`src/sv/tpr_pkg.sv`:
```
package tpr_pkg;

    // Curve table size and the widths that follow from it
    localparam int CURVE_TABLE_DEPTH = 256;
    localparam int CURVE_IDX_W       = $clog2(CURVE_TABLE_DEPTH);
    localparam int CURVE_W           = 17;
    localparam int DEPTH_SQ          = CURVE_TABLE_DEPTH * CURVE_TABLE_DEPTH;

    // Datapath widths
    localparam int POS_W   = 32;
    localparam int TIME_W  = 32;
    localparam int FRAC_W  = 16;
    localparam int DELTA_W = 33;
    localparam int ACC_W   = 52;
    localparam int CNT_W   = 5;

    localparam longint unsigned Q30_ONE    = 64'd1073741824;
    localparam longint unsigned EXP_M1_Q30 = 64'd395007542;

    typedef enum logic [1:0] {
        CMD_TICK    = 2'd0,
        CMD_SET_ABS = 2'd1,
        CMD_SET_REL = 2'd2,
        CMD_NONE    = 2'd3
    } cmd_t;

    typedef enum logic {
        CFG_PING_PONG  = 1'b0,
        CFG_CURVE_MODE = 1'b1
    } cfg_idx_t;

    typedef enum logic [2:0] {
        OP_HOLD,
        OP_LOAD,
        OP_ADD,
        OP_SUB,
        OP_DIV_STEP,
        OP_MUL_STEP,
        OP_SHR16
    } alu_op_t;

    typedef struct packed {
        alu_op_t op;
        logic    mul_bit;
    } alu_ctrl_t;

    typedef enum logic [4:0] {
        ST_IDLE,
        ST_DECODE,
        ST_SET_A,
        ST_SET_B,
        ST_SET_C,
        ST_SET_D,
        ST_SET_E,
        ST_TURN_A,
        ST_TURN_B,
        ST_TURN_C,
        ST_TURN_D,
        ST_SPAN_A,
        ST_SPAN_B,
        ST_DELTA_A,
        ST_DELTA_B,
        ST_ELAP_A,
        ST_ELAP_B,
        ST_CHECK,
        ST_DIV,
        ST_DIV_END,
        ST_ROM,
        ST_MUL_A,
        ST_MUL,
        ST_RND,
        ST_SHR,
        ST_BASE,
        ST_POS,
        ST_FINISH
    } state_t;

    typedef logic [CURVE_TABLE_DEPTH-1:0][CURVE_W-1:0] curve_rom_t;

    // Rising half of a bell: round(65536 * exp(-8 * (1 - k/D)^2)), integer exact
    function automatic logic [CURVE_W-1:0] bell_entry(int unsigned k);
        longint unsigned m;
        longint unsigned y;
        longint unsigned n;
        longint unsigned r;
        longint unsigned term;
        longint unsigned v;
        longint          sum;
        int              i;
        int              j;
        m    = longint'(CURVE_TABLE_DEPTH) - longint'(k);
        y    = (64'd8 * m * m * Q30_ONE) / DEPTH_SQ;
        n    = y >> 30;
        r    = y & (Q30_ONE - 64'd1);
        term = Q30_ONE;
        sum  = longint'(Q30_ONE);
        for (i = 1; i <= 16; i++)
        begin
            term = ((term * r) >> 30) / 64'(i);
            if (i[0])
                sum = sum - longint'(term);
            else
                sum = sum + longint'(term);
        end
        v = (sum > 0) ? longint'(sum) : 64'd0;
        for (j = 0; j < 8; j++)
        begin
            if (64'(j) < n)
                v = (v * EXP_M1_Q30) >> 30;
        end
        return CURVE_W'((v + 64'd8192) >> 14);
    endfunction

    function automatic curve_rom_t build_curve_rom();
        curve_rom_t rom;
        int k;
        for (k = 0; k < CURVE_TABLE_DEPTH; k++)
        begin
            rom[k] = bell_entry(k);
        end
        return rom;
    endfunction

endpackage

```
`src/sv/tpr_alu.sv`:
```
module tpr_alu
    import tpr_pkg::*;
(
    input  logic                    clk,
    input  logic                    rst_n,
    input  alu_ctrl_t               ctrl,
    input  logic signed [ACC_W-1:0] arg,
    output logic signed [ACC_W-1:0] acc,
    output logic [FRAC_W-1:0]       quot
);

    logic signed [ACC_W-1:0] acc_reg, acc_next;
    logic [FRAC_W-1:0]       quot_reg, quot_next;
    logic signed [ACC_W-1:0] shifted;
    logic signed [ACC_W-1:0] opa;
    logic signed [ACC_W-1:0] opb;
    logic                    cin;
    logic signed [ACC_W-1:0] sum;

    assign shifted = acc_reg <<< 1;

    // One adder shared by the add, subtract, divide-step and multiply-step operations
    always_comb
    begin
        opa = acc_reg;
        opb = '0;
        cin = 1'b0;
        case (ctrl.op)
            OP_ADD:
            begin
                opb = arg;
            end
            OP_SUB:
            begin
                opb = ~arg;
                cin = 1'b1;
            end
            OP_DIV_STEP:
            begin
                opa = shifted;
                opb = ~arg;
                cin = 1'b1;
            end
            OP_MUL_STEP:
            begin
                opa = shifted;
                opb = ctrl.mul_bit ? arg : '0;
            end
            default:
            begin
                opb = '0;
            end
        endcase
        sum = opa + opb + ACC_W'(cin);
    end

    always_comb
    begin
        acc_next  = acc_reg;
        quot_next = quot_reg;
        case (ctrl.op)
            OP_LOAD:
                acc_next = arg;
            OP_ADD, OP_SUB, OP_MUL_STEP:
                acc_next = sum;
            OP_DIV_STEP:
            begin
                // restoring step: keep the difference only when it is not negative
                acc_next  = sum[ACC_W-1] ? shifted : sum;
                quot_next = {quot_reg[FRAC_W-2:0], ~sum[ACC_W-1]};
            end
            OP_SHR16:
                acc_next = acc_reg >>> FRAC_W;
            default:
                acc_next = acc_reg;
        endcase
    end

    always_ff @(posedge clk or negedge rst_n)
    begin
        if (!rst_n)
        begin
            acc_reg  <= '0;
            quot_reg <= '0;
        end
        else
        begin
            acc_reg  <= acc_next;
            quot_reg <= quot_next;
        end
    end

    assign acc  = acc_reg;
    assign quot = quot_reg;

endmodule

```
`src/sv/tpr_curve_rom.sv`:
```
module tpr_curve_rom
    import tpr_pkg::*;
(
    input  logic               clk,
    input  logic [FRAC_W-1:0]  frac,
    output logic [CURVE_W-1:0] level
);

    localparam curve_rom_t CURVE_ROM = build_curve_rom();

    logic [CURVE_IDX_W+FRAC_W-1:0] scaled;
    logic [CURVE_IDX_W-1:0]        idx;
    logic [CURVE_W-1:0]            level_reg;

    // index = frac * depth / 65536, always below the depth
    assign scaled = (CURVE_IDX_W+FRAC_W)'(frac) * (CURVE_IDX_W+FRAC_W)'(CURVE_TABLE_DEPTH);
    assign idx    = scaled[CURVE_IDX_W+FRAC_W-1:FRAC_W];

    always_ff @(posedge clk)
    begin
        level_reg <= CURVE_ROM[idx];
    end

    assign level = level_reg;

endmodule

```
`src/sv/timed_position_ramp_unit.sv`:
```
// Channel   Dir  Handshake          Payload
// s_        in   s_tvalid/s_tready  s_tdata: time_ms, goal_pos, duration_ms; s_tuser: cmd
// m_        out  m_tvalid/m_tready  m_tdata: position, reached, finished
// cfg_      in   cfg_we             cfg_index, cfg_data (ping_pong, curve_mode)
//
// Per item, from accept to ready again: a set adds duration to now (and the offset
// for a relative goal), a snapping tick may make a ping-pong turn, an interpolating
// tick runs the 17 multiply steps on the single shared adder, after 16 divide steps if not clamped.
// Reset: position 0, ramp finished, both mode registers 0; no clearing pass.
// A result waits in the output register while the next item is accepted; the
// sequencer stalls only at its last state if that register is still full.
module timed_position_ramp_unit
    import tpr_pkg::*;
(
    input  logic        clk,
    input  logic        rst_n,
    input  logic        s_tvalid,
    output logic        s_tready,
    input  logic [95:0] s_tdata,    // [31:0] time_ms, [63:32] goal_pos, [95:64] duration_ms
    input  logic [1:0]  s_tuser,    // [1:0] cmd
    output logic        m_tvalid,
    input  logic        m_tready,
    output logic [39:0] m_tdata,    // [31:0] position, [32] reached, [33] finished, zero pad
    input  logic        cfg_we,
    input  logic        cfg_index,
    input  logic        cfg_data
);

    localparam logic [CNT_W-1:0]  DIV_LAST_CNT = CNT_W'(FRAC_W - 1);
    localparam logic [CNT_W-1:0]  MUL_LAST_CNT = CNT_W'(CURVE_W - 1);
    localparam logic [FRAC_W-1:0] FRAC_MAX     = '1;
    localparam int                HALF_LSB     = 32768;

    state_t                    state_reg, state_next;
    logic [CNT_W-1:0]          cnt_reg, cnt_next;
    cmd_t                      cmd_reg, cmd_next;
    logic [TIME_W-1:0]         now_reg, now_next;
    logic signed [POS_W-1:0]   goal_reg, goal_next;
    logic [TIME_W-1:0]         dur_reg, dur_next;
    logic signed [POS_W-1:0]   cur_pos_reg, cur_pos_next;
    logic signed [POS_W-1:0]   start_pos_reg, start_pos_next;
    logic signed [POS_W-1:0]   target_pos_reg, target_pos_next;
    logic [TIME_W-1:0]         start_time_reg, start_time_next;
    logic [TIME_W-1:0]         end_time_reg, end_time_next;
    logic                      done_reg, done_next;
    logic [TIME_W-1:0]         span_reg, span_next;
    logic signed [DELTA_W-1:0] delta_reg, delta_next;
    logic [FRAC_W-1:0]         rt_reg, rt_next;
    logic                      reached_reg, reached_next;
    logic                      ping_pong_reg, ping_pong_next;
    logic                      curve_mode_reg, curve_mode_next;
    logic                      out_valid_reg, out_valid_next;
    logic signed [POS_W-1:0]   out_pos_reg, out_pos_next;
    logic                      out_reached_reg, out_reached_next;
    logic                      out_finished_reg, out_finished_next;

    alu_ctrl_t                 alu_ctrl;
    logic signed [ACC_W-1:0]   alu_arg;
    logic signed [ACC_W-1:0]   acc;
    logic [FRAC_W-1:0]         quot;
    logic [CURVE_W-1:0]        curve_level;
    logic [CURVE_W-1:0]        weight;
    logic signed [POS_W-1:0]   acc_sat;
    logic                      in_xfer;

    tpr_alu u_alu (
        .clk   (clk),
        .rst_n (rst_n),
        .ctrl  (alu_ctrl),
        .arg   (alu_arg),
        .acc   (acc),
        .quot  (quot)
    );

    tpr_curve_rom u_curve_rom (
        .clk   (clk),
        .frac  (rt_reg),
        .level (curve_level)
    );

    assign in_xfer = s_tvalid && s_tready;
    assign s_tready = (state_reg == ST_IDLE);

    // Weight applied to delta: the ramp fraction itself or the eased level
    assign weight = curve_mode_reg ? curve_level : CURVE_W'(rt_reg);

    // Clamp the accumulator to the signed 32-bit position range
    always_comb
    begin
        if (acc > ACC_W'(signed'(32'sh7FFF_FFFF)))
            acc_sat = 32'sh7FFF_FFFF;
        else if (acc < ACC_W'(signed'(32'sh8000_0000)))
            acc_sat = 32'sh8000_0000;
        else
            acc_sat = acc[POS_W-1:0];
    end

    always_comb
    begin
        state_next        = state_reg;
        cnt_next          = cnt_reg;
        cmd_next          = cmd_reg;
        now_next          = now_reg;
        goal_next         = goal_reg;
        dur_next          = dur_reg;
        cur_pos_next      = cur_pos_reg;
        start_pos_next    = start_pos_reg;
        target_pos_next   = target_pos_reg;
        start_time_next   = start_time_reg;
        end_time_next     = end_time_reg;
        done_next         = done_reg;
        span_next         = span_reg;
        delta_next        = delta_reg;
        rt_next           = rt_reg;
        reached_next      = reached_reg;
        ping_pong_next    = ping_pong_reg;
        curve_mode_next   = curve_mode_reg;
        out_valid_next    = out_valid_reg;
        out_pos_next      = out_pos_reg;
        out_reached_next  = out_reached_reg;
        out_finished_next = out_finished_reg;
        alu_ctrl.op       = OP_HOLD;
        alu_ctrl.mul_bit  = 1'b0;
        alu_arg           = '0;

        if (cfg_we)
        begin
            case (cfg_index)
                CFG_PING_PONG:  ping_pong_next  = cfg_data;
                CFG_CURVE_MODE: curve_mode_next = cfg_data;
                default:        ping_pong_next  = ping_pong_reg;
            endcase
        end

        // drop the result once the sink takes it
        if (out_valid_reg && m_tready)
            out_valid_next = 1'b0;

        case (state_reg)
            ST_IDLE:
            begin
                if (in_xfer)
                begin
                    cmd_next     = cmd_t'(s_tuser);
                    now_next     = s_tdata[31:0];
                    goal_next    = signed'(s_tdata[63:32]);
                    dur_next     = s_tdata[95:64];
                    reached_next = 1'b0;
                    state_next   = ST_DECODE;
                end
            end
            ST_DECODE:
            begin
                case (cmd_reg)
                    CMD_SET_ABS, CMD_SET_REL:
                        state_next = ST_SET_A;
                    CMD_TICK:
                    begin
                        if (now_reg >= end_time_reg)
                        begin
                            // snap to the goal, then turn around or finish
                            cur_pos_next = target_pos_reg;
                            if (ping_pong_reg)
                                state_next = ST_TURN_A;
                            else
                            begin
                                done_next    = 1'b1;
                                reached_next = 1'b1;
                                state_next   = ST_FINISH;
                            end
                        end
                        else
                            state_next = ST_SPAN_A;
                    end
                    default:
                        state_next = ST_FINISH;
                endcase
            end

            // set: end time = now + duration, goal absolute or saturated offset
            ST_SET_A:
            begin
                alu_ctrl.op = OP_LOAD;
                alu_arg     = ACC_W'(now_reg);
                state_next  = ST_SET_B;
            end
            ST_SET_B:
            begin
                alu_ctrl.op = OP_ADD;
                alu_arg     = ACC_W'(dur_reg);
                state_next  = ST_SET_C;
            end
            ST_SET_C:
            begin
                end_time_next   = acc[TIME_W-1:0];
                start_time_next = now_reg;
                start_pos_next  = cur_pos_reg;
                done_next       = 1'b0;
                if (cmd_reg == CMD_SET_REL)
                begin
                    alu_ctrl.op = OP_LOAD;
                    alu_arg     = ACC_W'(cur_pos_reg);
                    state_next  = ST_SET_D;
                end
                else
                begin
                    target_pos_next = goal_reg;
                    state_next      = ST_FINISH;
                end
            end
            ST_SET_D:
            begin
                alu_ctrl.op = OP_ADD;
                alu_arg     = ACC_W'(goal_reg);
                state_next  = ST_SET_E;
            end
            ST_SET_E:
            begin
                target_pos_next = acc_sat;
                state_next      = ST_FINISH;
            end

            // ping-pong turn: next window ends at 2*end - start, endpoints swap
            ST_TURN_A:
            begin
                alu_ctrl.op = OP_LOAD;
                alu_arg     = ACC_W'(end_time_reg);
                state_next  = ST_TURN_B;
            end
            ST_TURN_B:
            begin
                alu_ctrl.op = OP_SUB;
                alu_arg     = ACC_W'(start_time_reg);
                state_next  = ST_TURN_C;
            end
            ST_TURN_C:
            begin
                alu_ctrl.op = OP_ADD;
                alu_arg     = ACC_W'(end_time_reg);
                state_next  = ST_TURN_D;
            end
            ST_TURN_D:
            begin
                start_time_next = end_time_reg;
                end_time_next   = acc[TIME_W-1:0];
                start_pos_next  = target_pos_reg;
                target_pos_next = start_pos_reg;
                state_next      = ST_FINISH;
            end

            // interpolation: span, delta and elapsed time first
            ST_SPAN_A:
            begin
                alu_ctrl.op = OP_LOAD;
                alu_arg     = ACC_W'(end_time_reg);
                state_next  = ST_SPAN_B;
            end
            ST_SPAN_B:
            begin
                alu_ctrl.op = OP_SUB;
                alu_arg     = ACC_W'(start_time_reg);
                state_next  = ST_DELTA_A;
            end
            ST_DELTA_A:
            begin
                span_next   = acc[TIME_W-1:0];
                alu_ctrl.op = OP_LOAD;
                alu_arg     = ACC_W'(target_pos_reg);
                state_next  = ST_DELTA_B;
            end
            ST_DELTA_B:
            begin
                alu_ctrl.op = OP_SUB;
                alu_arg     = ACC_W'(start_pos_reg);
                state_next  = ST_ELAP_A;
            end
            ST_ELAP_A:
            begin
                delta_next  = acc[DELTA_W-1:0];
                alu_ctrl.op = OP_LOAD;
                alu_arg     = ACC_W'(now_reg);
                state_next  = ST_ELAP_B;
            end
            ST_ELAP_B:
            begin
                alu_ctrl.op = OP_SUB;
                alu_arg     = ACC_W'(start_time_reg);
                state_next  = ST_CHECK;
            end
            ST_CHECK:
            begin
                // before the window: zero; elapsed not below span: clamp
                if (now_reg <= start_time_reg)
                begin
                    rt_next    = '0;
                    state_next = ST_ROM;
                end
                else if (acc[TIME_W-1:0] >= span_reg)
                begin
                    rt_next    = FRAC_MAX;
                    state_next = ST_ROM;
                end
                else
                begin
                    cnt_next   = DIV_LAST_CNT;
                    state_next = ST_DIV;
                end
            end
            ST_DIV:
            begin
                // one quotient bit per cycle of (elapsed << 16) / span
                alu_ctrl.op = OP_DIV_STEP;
                alu_arg     = ACC_W'(span_reg);
                if (cnt_reg == '0)
                    state_next = ST_DIV_END;
                else
                    cnt_next = cnt_reg - 1'b1;
            end
            ST_DIV_END:
            begin
                rt_next    = quot;
                state_next = ST_ROM;
            end
            ST_ROM:
            begin
                // wait for the registered curve lookup
                state_next = ST_MUL_A;
            end
            ST_MUL_A:
            begin
                alu_ctrl.op = OP_LOAD;
                alu_arg     = '0;
                cnt_next    = MUL_LAST_CNT;
                state_next  = ST_MUL;
            end
            ST_MUL:
            begin
                // shift-add delta * weight, weight MSB first
                alu_ctrl.op      = OP_MUL_STEP;
                alu_ctrl.mul_bit = weight[cnt_reg];
                alu_arg          = ACC_W'(delta_reg);
                if (cnt_reg == '0)
                    state_next = ST_RND;
                else
                    cnt_next = cnt_reg - 1'b1;
            end
            ST_RND:
            begin
                alu_ctrl.op = OP_ADD;
                alu_arg     = ACC_W'(HALF_LSB);
                state_next  = ST_SHR;
            end
            ST_SHR:
            begin
                alu_ctrl.op = OP_SHR16;
                state_next  = ST_BASE;
            end
            ST_BASE:
            begin
                alu_ctrl.op = OP_ADD;
                alu_arg     = ACC_W'(start_pos_reg);
                state_next  = ST_POS;
            end
            ST_POS:
            begin
                cur_pos_next = acc_sat;
                state_next   = ST_FINISH;
            end
            ST_FINISH:
            begin
                // hold here until the output register is free
                if (!out_valid_reg || m_tready)
                begin
                    out_valid_next    = 1'b1;
                    out_pos_next      = cur_pos_reg;
                    out_reached_next  = reached_reg;
                    out_finished_next = done_reg;
                    state_next        = ST_IDLE;
                end
            end
            default:
                state_next = ST_IDLE;
        endcase
    end

    always_ff @(posedge clk or negedge rst_n)
    begin
        if (!rst_n)
        begin
            state_reg        <= ST_IDLE;
            cnt_reg          <= '0;
            cmd_reg          <= CMD_TICK;
            now_reg          <= '0;
            goal_reg         <= '0;
            dur_reg          <= '0;
            cur_pos_reg      <= '0;
            start_pos_reg    <= '0;
            target_pos_reg   <= '0;
            start_time_reg   <= '0;
            end_time_reg     <= '0;
            done_reg         <= 1'b1;
            span_reg         <= '0;
            delta_reg        <= '0;
            rt_reg           <= '0;
            reached_reg      <= 1'b0;
            ping_pong_reg    <= 1'b0;
            curve_mode_reg   <= 1'b0;
            out_valid_reg    <= 1'b0;
            out_pos_reg      <= '0;
            out_reached_reg  <= 1'b0;
            out_finished_reg <= 1'b0;
        end
        else
        begin
            state_reg        <= state_next;
            cnt_reg          <= cnt_next;
            cmd_reg          <= cmd_next;
            now_reg          <= now_next;
            goal_reg         <= goal_next;
            dur_reg          <= dur_next;
            cur_pos_reg      <= cur_pos_next;
            start_pos_reg    <= start_pos_next;
            target_pos_reg   <= target_pos_next;
            start_time_reg   <= start_time_next;
            end_time_reg     <= end_time_next;
            done_reg         <= done_next;
            span_reg         <= span_next;
            delta_reg        <= delta_next;
            rt_reg           <= rt_next;
            reached_reg      <= reached_next;
            ping_pong_reg    <= ping_pong_next;
            curve_mode_reg   <= curve_mode_next;
            out_valid_reg    <= out_valid_next;
            out_pos_reg      <= out_pos_next;
            out_reached_reg  <= out_reached_next;
            out_finished_reg <= out_finished_next;
        end
    end

    assign m_tvalid = out_valid_reg;
    assign m_tdata  = {6'b0, out_finished_reg, out_reached_reg, out_pos_reg};

endmodule

```
`config.mk`:
```
export PLATFORM = sky130hd
export DESIGN_NAME = timed_position_ramp_unit
export DESIGN_NICKNAME = d
export VERILOG_FILES = /design/src/sv/tpr_pkg.sv /design/src/sv/tpr_alu.sv /design/src/sv/tpr_curve_rom.sv /design/src/sv/timed_position_ramp_unit.sv
export SDC_FILE = /design/constraint.sdc
export NUM_CORES = 2
export LEC_CHECK = 0
export BUFFER_PORTS_ARGS = -buffer_cell sky130_fd_sc_hd__buf_2
export CAP_MARGIN = 20
export CELL_PAD_IN_SITES_DETAIL_PLACEMENT = 0
export CELL_PAD_IN_SITES_GLOBAL_PLACEMENT = 1
export CORE_UTILIZATION = 49
export DETAILED_ROUTE_END_ITERATION = 10
export PLACE_DENSITY_LB_ADDON = 0.1
export SLEW_MARGIN = 10
export SYNTH_ARGS = -nofsm -noshare
export SYNTH_HDL_FRONTEND = slang
export SYNTH_HIERARCHICAL = 1
export SYNTH_SLANG_ARGS = --single-unit
export TNS_END_PERCENT = 50
```
`constraint.sdc`:
```
create_clock -name clk -period 6.25 [get_ports clk]
set_input_delay 1.875 -clock clk [delete_from_list [all_inputs] [get_ports clk]]
set_output_delay 1.875 -clock clk [all_outputs]
set_load 0.05 [all_outputs]
```
==> flow_summary_export.csv <==
group,metric,value,unit
synthesis,ys_ff_latch,472,
timing,finalSetupViolations,0,
timing,rsz0062_at_grt,"false",
synthesis,syn-instance-count,3804,
layout,final_area,0.0367,mm^2
routing,routedWlPerCell,28.0,um
layout,regArea,0.0117,mm^2
critical_path,crit_arrival,6310,ps
clock_network,cts.root.buffer_cell,"clkbuf_16",
grt,antenna_found_initial,4,
layout,drive_gt1_share,17.0,%
floorplanning,coreArea,0.0673,mm^2
layout,fillers,6145,
grt,grt.overflow.total,0,
clock_network,cts_tree,"yes",
synthesis,yosysTopAreaCell,"dfrtp_1",
synthesis,ys_warn_count,6,
routing,detail-route-antenna-nets,0,
timing,fin_crit_sh,93.4,%
critical_path,crit_slowest_cell,"a221oi_1",
synthesis,synth_area_per_cell,8.77,um^2
synthesis,yosysMostFrequentCell,"nand2_1",
worst_hold_path,hold_class,"reg -> reg",
floorplanning,die_h,263,um
routing,vias,32000,
routing,dr_wl_met2,59.8,mm
floorplanning,start_util,49.6,%
clock_network,clk_pin_slew,60,ps
critical_path,crit_top_cell,"nand3_1",
clock_network,cts_num_sinks,472,
critical_path,cp_max_fo,17,
critical_path,crit_type,"reg -> reg",
synthesis,syn_area,0.0334,mm^2
clock_network,cts-hold-fix-buffers,0,
routing,wl_met1,55.3,mm
timing,min_period,5840,ps
timing,max_freq,0.171,GHz
layout,nets,4093,
synthesis,synth.distinct_cells,106,
floorplanning,ios,147,
clock_network,max-clock-path-buffers,3,
timing,final_hold_viol_count,0,
grt,grt_pass1_vias,31100,
grt,grt_pass1_wl,199,mm
placed_design,gp_congestion,0.994,
clock_network,insertion_delay,640,ps
floorplanning,die_area,0.0691,mm^2
flow_run,maxCapViolations,0,
timing,relSlewSlack,31.3,%
synthesis,ys_top_cells_by_count,"478 x nand2_1, 455 x dfrtp_1, 347 x a21oi_1",
layout,largest_reg_flops,52,
routing,drt-initial-drc-count,4532,
routing,wl,132,mm
routing,routed.top_layer,"met5",
synthesis,yosys_most_used_dff,"dfrtp_1",
layout,syn_to_final_growth,9.94,%
critical_path,max_stage_delay,590,ps
grt,grt_max_degree,174,
critical_path,path_cells,"buf_4 -> nor2_1 -> a31oi_1 -> nor2_4 -> buf_4 -> a221oi_1 -> nand3_1 -> nor2_1 -> a21oi_1 -> ha_1 -> nand2_1 -> o211ai_2 -> nand3_1 -> a2111oi_2 -> o21ai_1 -> a31oi_1 -> nand3_1 -> o21bai_1 -> xnor2_1 -> o22ai_1",
timing,final.setup.tns,0,ps
routing,drtPass1Iterations,8,
synthesis,ys_top_cells_by_area,"dfrtp_1 34%, ha_1 6.6%, mux2_2 6.5%",
routing,vias_per_cell,6.76,
floorplanning,rows,95,
placed_design,portBuffers,140,
timing,holdWs,483,ps
outcome,status,"complete, no violations",
layout,multiInputGateArea,0.0199,mm^2
timing,slew_viol_final,0,
clock_network,htreeDepth,2,
critical_path,critical_path_required,6720,ps
synthesis,synth_seq_area_share,35.2,%
placed_design,dp_hpwl,93.6,mm
clock_network,cts_buffers,52,
critical_path,crit_path_start_kind,"flip-flop",
synthesis,synth_top_area_share,34.1,%
routing,drc,0,
synthesis,synth_edf_count,0,
timing,tightest_slew,1030,ps
grt,track_usage,37.5,%
floorplanning,die_x,263,um
timing,worst_clock_skew,45.9,ps
routing,wl_met3,11.3,mm
critical_path,end_kind,"flip-flop",
synthesis,async_flop_share,96.6,%
placed_design,placed_cell_area,0.0349,mm^2
[through the flow]
step / utilization, % / worst slack (ps) / std cells
2_1_floorplan: - / 1020 / 3809
3_3_place_gp: 51.8 / 514 / 4627
3_5_place_dp: 51.9 / 404 / 4628
4_1_cts: 54.4 / 325 / 4723
5_1_grt: 54.5 / 15.1 / 4725
6_report: 54.5 / 414 / 4728
[worst paths after layout]
check	from	end	slack [ps]	cells past startpoint
hold / removal	u_alu/quot[15]$_DFFE_PN0P_	u_alu/quot[15]$_DFFE_PN0P_	480	2
hold reg to reg	u_alu/quot[15]$_DFFE_PN0P_	u_alu/quot[15]$_DFFE_PN0P_	480	2
max in group asynchronous	rst_n	now_reg[26]$_DFFE_PN0P_	3620	2
setup reg to reg	state_reg[4]$_DFFE_PN0P_	u_alu/acc[45]$_DFFE_PN0P_	410	20
setup / recovery	state_reg[4]$_DFFE_PN0P_	u_alu/acc[45]$_DFFE_PN0P_	410	20
min in group asynchronous	rst_n	start_time_reg[5]$_DFFE_PN0P_	1290	1
[critical path, delay by kind of cell (launching register included)]
kind,cells,cell delay [ps]
fa+ha+maj,1,370
compound gates,9,2540
simple gates,7,1510
xor+xnor,1,170
flops,1,560
buf+inv,2,490
[placed cells by master (no fill, tap or decap), drive strengths merged, types with 76 or more instances in the layout]
cell      n
a21oi   350
a221oi  105
buf     254
clkbuf   76
dfrtp   455
ha      175
inv     138
mux2    203
mux2i   140
nand2   484
nand3    79
nor2    279
o21ai   287
[layer usage]
metal  GRT usage (%)  up-vias
met5               0        -
met4            16.5        4
met3            6.45      345
met2            58.9     1802
met1            50.8    15700
li1                -    14100
[area by class of cell]
cell class                 instances  area share [%]
timing repair buffer             254            4.70
antenna                            3          0.0205
multi-input combinational       2894            54.2
tap                              873            2.98
clock buffer                      76            4.04
clock inverter                    19           0.645
inverter                         137            1.40
sequential                       472            32.0
[timing repair]
item	in CTS	in global routing
buffers inserted	0	1
endpoints found under the setup margin	0	22
gates resized for setup	0	8
[cells by family after synthesis]
family	synth area share [%]
muxes	12.1
AOI/OAI and AO/OA	24.2
other	0.0225
and+or+nand+nor	14.6
buffers and inverters	5.88
xor gates and xnor gates	1.29
DFF	35.2
adders and majority gates	6.68
Power is not shown: default switching activity piles up to over one toggle a cycle in this logic, so the estimate is an artifact.
